==> config.mk <==
export PLATFORM = sky130hd
export DESIGN_NAME = servo_position_reply_parser_core
export DESIGN_NICKNAME = d
export VERILOG_FILES = /design/src/spr_pkg.sv /design/src/spr_front.sv /design/src/spr_queue.sv /design/src/spr_back.sv /design/src/servo_position_reply_parser_core.sv
export SDC_FILE = /design/constraint.sdc
export NUM_CORES = 1
export LEC_CHECK = 0
export BUFFER_PORTS_ARGS = -buffer_cell sky130_fd_sc_hd__buf_2
export CAP_MARGIN = 20
export CORE_MARGIN = 2
export CORE_UTILIZATION = 55
export CTS_CLUSTER_SIZE = 24
export DETAILED_ROUTE_END_ITERATION = 10
export PLACE_DENSITY_LB_ADDON = 0.25
export SKIP_LAST_GASP = 1
export SYNTH_ARGS = -nofsm -noshare
export SYNTH_HDL_FRONTEND = slang
export SYNTH_SLANG_ARGS = --single-unit
==> constraint.sdc <==
create_clock -name clk -period 3.85 [get_ports clk]
set_input_delay 0.5775 -clock clk [delete_from_list [all_inputs] [get_ports clk]]
set_output_delay 0.5775 -clock clk [all_outputs]
set_load 0.02 [all_outputs]
==> src/spr_pkg.sv <==
// Shared types and constants for the servo position reply parser
`timescale 1ns / 1ps
package spr_pkg;

  localparam logic [7:0] CH_START  = 8'h23;
  localparam logic [7:0] CH_SEP    = 8'h50;
  localparam logic [7:0] CH_END    = 8'h21;
  localparam logic [7:0] CH_ZERO   = 8'h30;
  localparam logic [7:0] CH_NINE   = 8'h39;
  localparam logic [3:0] FRAME_LEN = 4'd10;
  localparam logic [3:0] POS_SEP   = 4'd4;
  localparam logic [3:0] POS_END   = 4'd9;
  localparam logic [3:0] POS_SRV_LAST = 4'd3;
  localparam logic [13:0] PULSE_MAX = 14'd9999;

  localparam int QUEUE_DEPTH = 4;
  localparam int QUEUE_AW    = 2;

  typedef enum logic [1:0] {
    ST_OK        = 2'd0,
    ST_TIMEOUT   = 2'd1,
    ST_MALFORMED = 2'd2,
    ST_MISMATCH  = 2'd3
  } status_t;

  typedef enum logic [2:0] {
    TK_TIMEOUT = 3'd0,
    TK_START   = 3'd1,
    TK_SEP     = 3'd2,
    TK_END     = 3'd3,
    TK_DIGIT   = 3'd4,
    TK_OTHER   = 3'd5
  } tok_kind_t;

  typedef struct packed {
    tok_kind_t   kind;
    logic [3:0]  digit;
  } token_t;

  typedef struct packed {
    logic valid;
    logic full;
  } queue_stat_t;

endpackage

==> src/spr_front.sv <==
// Front end: accept requests and classify each byte into a token
`timescale 1ns / 1ps
module spr_front
  import spr_pkg::*;
(
  input  logic        in_tvalid,
  output logic        in_tready,
  input  logic [7:0]  in_tdata,
  input  logic        in_tuser,
  input  queue_stat_t q_stat,
  output logic        push,
  output token_t      push_tok
);

  logic is_digit;
  logic [7:0] digit_off;

  assign in_tready = !q_stat.full;
  assign push      = in_tvalid && !q_stat.full;
  assign is_digit  = (in_tdata >= CH_ZERO) && (in_tdata <= CH_NINE);
  assign digit_off = in_tdata - CH_ZERO;

  always_comb begin
    push_tok.digit = 4'd0;
    priority if (in_tuser) begin
      push_tok.kind = TK_TIMEOUT;
    end else if (in_tdata == CH_START) begin
      push_tok.kind = TK_START;
    end else if (in_tdata == CH_SEP) begin
      push_tok.kind = TK_SEP;
    end else if (in_tdata == CH_END) begin
      push_tok.kind = TK_END;
    end else if (is_digit) begin
      push_tok.kind  = TK_DIGIT;
      push_tok.digit = digit_off[3:0];
    end else begin
      push_tok.kind = TK_OTHER;
    end
  end

endmodule

==> src/spr_queue.sv <==
// Short token queue between front end and frame decoder
`timescale 1ns / 1ps
module spr_queue
  import spr_pkg::*;
(
  input  logic        clk,
  input  logic        rst_n,
  input  logic        push,
  input  token_t      push_tok,
  input  logic        pop,
  output token_t      pop_tok,
  output queue_stat_t q_stat
);

  token_t              mem_r [QUEUE_DEPTH];
  logic [QUEUE_AW-1:0] wr_ptr_r, rd_ptr_r;
  logic [QUEUE_AW:0]   count_r;

  assign q_stat.valid = (count_r != '0);
  assign q_stat.full  = (count_r == (QUEUE_AW+1)'(QUEUE_DEPTH));
  assign pop_tok      = mem_r[rd_ptr_r];

  always_ff @(posedge clk) begin
    if (push) begin
      mem_r[wr_ptr_r] <= push_tok;
    end
  end

  always_ff @(posedge clk) begin
    if (!rst_n) begin
      wr_ptr_r <= '0;
      rd_ptr_r <= '0;
      count_r  <= '0;
    end else begin
      if (push) begin
        wr_ptr_r <= wr_ptr_r + 1'b1;
      end
      if (pop) begin
        rd_ptr_r <= rd_ptr_r + 1'b1;
      end
      unique case ({push, pop})
        2'b10:   count_r <= count_r + 1'b1;
        2'b01:   count_r <= count_r - 1'b1;
        default: count_r <= count_r;
      endcase
    end
  end

endmodule

==> src/spr_back.sv <==
// Back end: frame decoder, servo check and result register
`timescale 1ns / 1ps
module spr_back
  import spr_pkg::*;
(
  input  logic        clk,
  input  logic        rst_n,
  input  logic        cfg_we,
  input  logic [9:0]  cfg_wdata,
  input  queue_stat_t q_stat,
  input  token_t      tok,
  output logic        pop,
  output logic        out_tvalid,
  input  logic        out_tready,
  output logic [15:0] out_tdata,
  output logic [1:0]  out_tuser
);

  logic [9:0]  expected_r;
  logic [3:0]  idx_r, idx_nxt;
  logic [9:0]  servo_r, servo_nxt;
  logic [13:0] pulse_r, pulse_nxt;
  logic        bad_r, bad_nxt;
  logic        out_valid_r;
  status_t     status_r, status_nxt;
  logic [13:0] opulse_r, opulse_nxt;
  logic        has_res;

  logic [13:0] servo_ext, servo_acc, pulse_acc;
  logic [3:0]  idx_inc;
  logic        is_dig, bad_now;

  assign pop       = q_stat.valid && (!out_valid_r || out_tready);
  assign servo_ext = {4'd0, servo_r};
  assign servo_acc = (servo_ext << 3) + (servo_ext << 1) + {10'd0, tok.digit};
  assign pulse_acc = (pulse_r << 3) + (pulse_r << 1) + {10'd0, tok.digit};
  assign idx_inc   = idx_r + 4'd1;
  assign is_dig    = (tok.kind == TK_DIGIT);

  always_comb begin
    idx_nxt    = idx_r;
    servo_nxt  = servo_r;
    pulse_nxt  = pulse_r;
    bad_nxt    = bad_r;
    status_nxt = ST_OK;
    opulse_nxt = 14'd0;
    has_res    = 1'b0;
    bad_now    = bad_r;
    priority if (tok.kind == TK_TIMEOUT) begin
      has_res    = 1'b1;
      status_nxt = ST_TIMEOUT;
      idx_nxt    = 4'd0;
      servo_nxt  = 10'd0;
      pulse_nxt  = 14'd0;
      bad_nxt    = 1'b0;
    end else if (idx_r == 4'd0 && tok.kind != TK_START) begin
      // drop while hunting
    end else begin
      priority if (idx_r == 4'd0) begin
      end else if (idx_r == POS_SEP) begin
        bad_now = bad_r || (tok.kind != TK_SEP);
      end else if (idx_r == POS_END) begin
        bad_now = bad_r || (tok.kind != TK_END);
      end else if (idx_r <= POS_SRV_LAST) begin
        if (is_dig) begin
          servo_nxt = servo_acc[9:0];
        end else begin
          bad_now = 1'b1;
        end
      end else begin
        if (is_dig) begin
          pulse_nxt = pulse_acc;
        end else begin
          bad_now = 1'b1;
        end
      end
      bad_nxt = bad_now;
      idx_nxt = idx_inc;
      if (tok.kind == TK_END || idx_inc >= FRAME_LEN) begin
        has_res = 1'b1;
        priority if (idx_inc != FRAME_LEN || bad_now) begin
          status_nxt = ST_MALFORMED;
        end else if (servo_nxt != expected_r) begin
          status_nxt = ST_MISMATCH;
        end else begin
          status_nxt = ST_OK;
          opulse_nxt = pulse_nxt;
        end
        idx_nxt   = 4'd0;
        servo_nxt = 10'd0;
        pulse_nxt = 14'd0;
        bad_nxt   = 1'b0;
      end
    end
  end

  always_ff @(posedge clk) begin
    if (!rst_n) begin
      expected_r  <= 10'd0;
      idx_r       <= 4'd0;
      servo_r     <= 10'd0;
      pulse_r     <= 14'd0;
      bad_r       <= 1'b0;
      out_valid_r <= 1'b0;
    end else begin
      if (cfg_we) begin
        expected_r <= cfg_wdata;
      end
      if (pop) begin
        idx_r       <= idx_nxt;
        servo_r     <= servo_nxt;
        pulse_r     <= pulse_nxt;
        bad_r       <= bad_nxt;
        out_valid_r <= has_res;
      end else if (out_tready) begin
        out_valid_r <= 1'b0;
      end
    end
  end

  always_ff @(posedge clk) begin
    if (pop && has_res) begin
      status_r <= status_nxt;
      opulse_r <= opulse_nxt;
    end
  end

  assign out_tvalid = out_valid_r;
  assign out_tdata  = {2'b00, opulse_r};
  assign out_tuser  = status_r;

endmodule

==> src/servo_position_reply_parser_core.sv <==
// Top level of the servo position reply parser
// Parses '#', three servo digits, 'P', four pulse digits, '!' from a byte
// stream and gives one result per finished frame or timeout request. The
// block takes one request per clock while its four-entry token queue is not full;
// the queue sits between the byte classifier and the frame decoder, and a
// request that closes a frame is written into it and then decoded into the
// result register. The decoder retires one token per clock unless a result
// waits on the output.
`timescale 1ns / 1ps
module servo_position_reply_parser_core
  import spr_pkg::*;
(
  input  logic        clk,
  input  logic        rst_n,
  input  logic        cfg_we,
  input  logic [9:0]  cfg_wdata,   // expected_servo
  input  logic        in_tvalid,
  output logic        in_tready,
  input  logic [7:0]  in_tdata,    // rx_byte
  input  logic        in_tuser,    // timed_out
  output logic        out_tvalid,
  input  logic        out_tready,
  output logic [15:0] out_tdata,   // position_pulse[13:0], zero pad
  output logic [1:0]  out_tuser    // status
);

  queue_stat_t q_stat;
  logic        push, pop;
  token_t      push_tok, pop_tok;

  spr_front u_front (
    .in_tvalid (in_tvalid),
    .in_tready (in_tready),
    .in_tdata  (in_tdata),
    .in_tuser  (in_tuser),
    .q_stat    (q_stat),
    .push      (push),
    .push_tok  (push_tok)
  );

  spr_queue u_queue (
    .clk      (clk),
    .rst_n    (rst_n),
    .push     (push),
    .push_tok (push_tok),
    .pop      (pop),
    .pop_tok  (pop_tok),
    .q_stat   (q_stat)
  );

  spr_back u_back (
    .clk        (clk),
    .rst_n      (rst_n),
    .cfg_we     (cfg_we),
    .cfg_wdata  (cfg_wdata),
    .q_stat     (q_stat),
    .tok        (pop_tok),
    .pop        (pop),
    .out_tvalid (out_tvalid),
    .out_tready (out_tready),
    .out_tdata  (out_tdata),
    .out_tuser  (out_tuser)
  );

endmodule

# Word level (Yosys, flattened, before mapping)
# Memory sizes are Yosys's and may differ from the RTL's. A register that Yosys moved wholly into a read port is not among the register bits.
# Cells that the tools add are included.
# Widths: inputs -> output; s select.
word_totals:
  register_bits: 63
  word_cells: 118
  memories: 1
  out_inout_bits: 20
  ram_bits: 28
  in_bits: 24
mem_list:
  columns: ["name", "depth", "width", "rd", "rd_clocked_by_memory_dff", "write_ports", "line_no", "text"]
  rows:
  - ["u_queue.mem_r", 4, 7, 1, 1, 1, "spr_queue.sv:15", "token_t mem_r [QUEUE_DEPTH];"]
op_classes:
  reduce_logical: 20
  order_cmp: 4
  n_mux: 54
  n_eq_ne: 16
  n_addsub: 10
  n_bitwise: 1
ops:
  columns: ["operator", "count"]
  rows:
  - ["$mux 14", 8]
  - ["$mux 10", 10]
  - ["$mux 4", 8]
  - ["$mux 1", 19]
  - ["$eq 8x6->1 const B", 2]
  - ["$add 14x14->14", 1]
  - ["$add 14x4->14", 1]
  - ["$mux 3", 4]
  - ["$add 10x10->10", 1]
  - ["$add 10x4->10", 1]
  - ["$ne 10x10->1", 1]
  - ["$eq 8x7->1 const B", 1]
  - ["$ge 8x6->1 const B", 1]
  - ["$le 8x6->1 const B", 1]
  - ["$mux 2", 4]
  - ["$eq 3x3->1 const B", 2]
  - ["$ne 3x2->1 const B", 2]
  - ["$pmux 3 s2", 1]
  - ["$logic_and 1x1->1", 5]
  - ["$logic_or 1x1->1", 5]
  - ["$reduce_or 5->1", 1]
  - ["$add 2x1->2 const B", 2]
  - ["$add 4x1->4 const B", 1]
  - ["$eq 4x3->1 const B", 1]
  - ["other kinds (20)", 22]

# Logic depth before layout (Yosys ltp)
depth:
  ltp_word: 14
  ltp_mapped: 14

# By module
# From an unflattened synthesis, not the netlist that was laid out.
hier_totals:
  hier_cells: 553
  area_unflattened_um2: 5875.6
modules_own_cells:
  columns: ["mod", "n_inst", "seq_area_each_um2", "cells_each", "area_per_inst_um2"]
  rows:
  - ["spr_back", 1, 1281.2, 452, 4240.3]
  - ["spr_queue", 1, 1021.0, 79, 1456.4]
  - ["spr_front", 1, 0.0, 22, 178.9]

# Worst setup path before layout
# Ideal clock, no wire load.
synth_timing:
  kind: "reg2reg"
  from: "register (tool-made name)"
  to: "register u_back.status_r[1], in the netlist u_back.out_tuser[1] (data pin)"
  stages_incl_launch_ff: 13
  setup_slack_ps: 299
  setup_ps: 255
  arrival_ps: 3296
  required_time_ps: 3595
  synth_period_minus_slack_ps: 3551
  cell_sequence: "dfxtp_1 > buf_6 > mux4_2 > inv_1 > fa_1 > fa_1 > xnor2_1 > xnor2_1 > o211ai_1 > nor4_1 > nand4_1 > a211o_4 > and2_1"
synth_lines:
  columns: ["element", "line_no", "text"]
  rows:
  - ["to (signal assigned)", "spr_back.sv:123", "status_r <= status_nxt;"]
  - ["to (decl)", "spr_back.sv:25", "status_t status_r, status_nxt;"]

==> results.ini <==
[logic_synthesis]
netlist.area_leader.share_pct = 23.9
synth_area_leaders = edfxtp_1, dfxtp_1, ha_1
async_flop_share_pct = 0
synthTopCellsByCount = nor2_1, dfxtp_1, ha_1
avgSynthCellArea_sq_um = 10.5
ys_ff_latch = 93
synth.distinct_cells = 67
synth_area_leader_cell = edfxtp_1
syn_inst = 527
syn_area_sq_mm = 0.00552
synth.most_common_cell = nor2_1
synth_edf_count = 44
synth_ff_type = dfxtp_1
yosysWarningCount = 0
seq_area_frac_synth_pct = 41.7

[power_and_ir_drop]
power_density_mw_per_mm2 = 460
vdd_drop_max_v = 0.000376
finalPower_mw = 2.80
power_leakage_nw = 2.47

[drt]
drtIter0Drc = 208
drtPass1Iterations = 5
vias = 3994
drt-total-wl_mm = 11.2
avgViaCountPerCell = 5.65
ant_nets = 0
drcViolationCount = 0
post_drt_wl_per_cell_microns = 15.9

[timing]
slew_headroom_pct = 42.6
whs_ns = 0.458
finClkSkew_ns = 0.00726
setup_tns_ns = 0
period_share_pct = 94.3
hold_viol_final = 0
slew_viol_final = 0
fin_crit_ns = 3.63
grt_setup_unrepaired = yes
fmax_mhz = 275
finalSetupViolCount = 0
worstMarginPinSlew_ns = 0.861

[critical_path]
r2r-end = u_back.opulse_r[9]
startpoint_type = register
crit_path_end_kind = register
crit_arrival_ns = 3.86
rr_worst_depth = 12
path_class = reg2reg
cp_data_required_time_ns = 4.07
cp_max_fo = 10
regToRegSetupSlack_ns = 0.22

[clock_network]
cts_sinks = 93
clock-root-buffer = clkbuf_8
cts_buffer_depth = 2
cts_buffers = 9
clock_latency_ns = 0.36
cts_tree = done
clk_pin_slew_worst_paths_ns = 0.09
ctsHtreeMaxLevel = 3
hold_buffers = 0

[global_routing]
antenna_found_initial = 0
grt_use_total_pct = 21.4
grt_overflow = 0
grt_max_degree = 26
grt_pass1_vias = 3841
grt_first_pass_wirelength_mm = 18.5

[final_layout]
diodes = 0
multi_input_area_sq_mm = 0.00301
drive_gt1_share_pct = 16.4
nFillCells = 841
nNetsFinal = 643
final-seq-area_sq_mm = 0.00230
syn_to_final_growth_pct = 10.2

[floorplan]
die_area_sq_mm = 0.0109
initial_utilization_pct = 56.5
die_h_microns = 104
num_rows = 36
coreArea_sq_mm = 0.00977
io_pins = 44
die_width_microns = 104

[min_path]
min_from = cfg_wdata[5]
min_to = u_back.expected_r[5]
min_path_type = in2reg
hold_depth = 3

[placed_design]
io_buffer_count = 41
globalplace.congestion = 0.905
place_hpwl_mm = 8.64

[run_status]
status = completed

[flow_run]
maxCapViolCount = 0

[power by group]
| group | internal, mW | switching [mW] |
|---|---|---|
| Combinational | 0.367 | 0.567 |
| Sequential | 1.15 | 0.0658 |
| Clock | 0.306 | 0.342 |
| Total | 1.82 | 0.975 |
[final cells by class]
cell class	instances	share of cell area, %
Clock buffer	10	2.10
Clock inverter	6	1.15
Inverter	25	1.54
Multi-Input combinational cell	387	49.5
Sequential cell	93	37.9
Tap cell	133	2.74
Timing Repair Buffer	53	5.06
[critical path, stage by stage, from the launching register on]
cell	delay, ns
dfxtp_2	0.37
mux4_2	0.53
inv_1	0.09
fa_1	0.45
fa_1	0.47
xnor2_1	0.25
xnor2_1	0.14
o211ai_1	0.10
nor4_1	0.25
nand4_1	0.18
a211o_4	0.40
buf_12	0.16
nor2_2	0.09
[layout by cell type, fill, tap and decap left out, types with 5 or more instances in the layout]
cell type	n
inv_1	25
mux2i_1	23
o21ai_0	16
nand3_1	12
buf_4	11
edfxtp_1	44
and2_1	7
a21o_1	5
xnor2_1	29
ha_1	45
xor2_1	13
nor2_1	66
mux4_2	7
o21a_1	7
nand2b_1	5
dfxtp_1	48
nor2b_1	9
a22oi_1	20
clkbuf_8	9
nand2_1	15
buf_2	41
nor3_1	8
nor2_2	7
and3_1	5
fa_1	5
a21oi_1	18
[how the worst max path moves through the flow]
stage / startpoint / depth (start not counted) / slack, ns / to
6_report: register / 12 / 0.22 / u_back.opulse_r[9]
3_5_place_dp: register / 12 / 0.13 / u_back.opulse_r[5]
4_1_cts: register / 12 / 0.1 / u_back.opulse_r[9]
2_1_floorplan: register / 12 / 0.30 / u_back.out_tuser[1]
5_1_grt: register / 14 / -0.005 / u_back.opulse_r[9]
3_3_place_gp: register / 11 / 0.20 / u_back.out_tuser[1]
[timing repair]
item	4_1_cts	5_1_grt
buffers inserted	0	2
gates resized for setup	0	2
endpoints found under the setup margin	0	13
[stage by stage]
step	cell area, sq um	std cells	util [%]	setup WS (ns)
after floorplan	5520	528	-	0.299
after global placement	5860	689	60.0	0.196
after detailed placement	5860	689	60.0	0.134
after CTS	6060	705	62.0	0.0957
after global routing	6080	707	62.2	-0.00482
final	6080	707	62.2	0.219
[layer usage]
| metal | part of all wire, % | GRT usage [%] | up-vias |
|---|---|---|---|
| met5 | 0 | 0 | - |
| met4 | 1.6 | 7.53 | 0 |
| met3 | 3.6 | 3.01 | 12 |
| met2 | 49 | 36.4 | 95 |
| met1 | 46 | 28.1 | 1897 |
| li1 | - | - | 1990 |
[flip-flops by register name, indices dropped and copies added (netlist names), 2 cells and up, named ones only]
signal / count
u_queue.mem_r: 28
u_back.opulse_r: 14
u_back.expected_r: 10
u_queue.wr_ptr_r: 2
u_back.servo_r: 10
u_queue.rd_ptr_r: 2
u_back.pulse_r: 14
u_back.out_tuser: 2
u_queue.count_r: 3
u_back.idx_r: 4
[cells by family (layout without fill, tap and decap cells)]
kind of cell / count (synthesis) / after routing / share of synthesized area, %
AND/OR/NAND/NOR: 162 / 162 / 15.1
adder cells (fa/ha/maj): 50 / 50 / 12.0
multiplexers: 30 / 30 / 7.03
buffers and inverters: 48 / 94 / 3.88
other: 1 / 2 / 0.0679
XOR/XNOR: 44 / 44 / 7.48
AO/OA/AOI/OAI: 99 / 99 / 12.7
flip-flops: 93 / 93 / 41.7
Note: power is estimated with default switching activity, not from simulation.
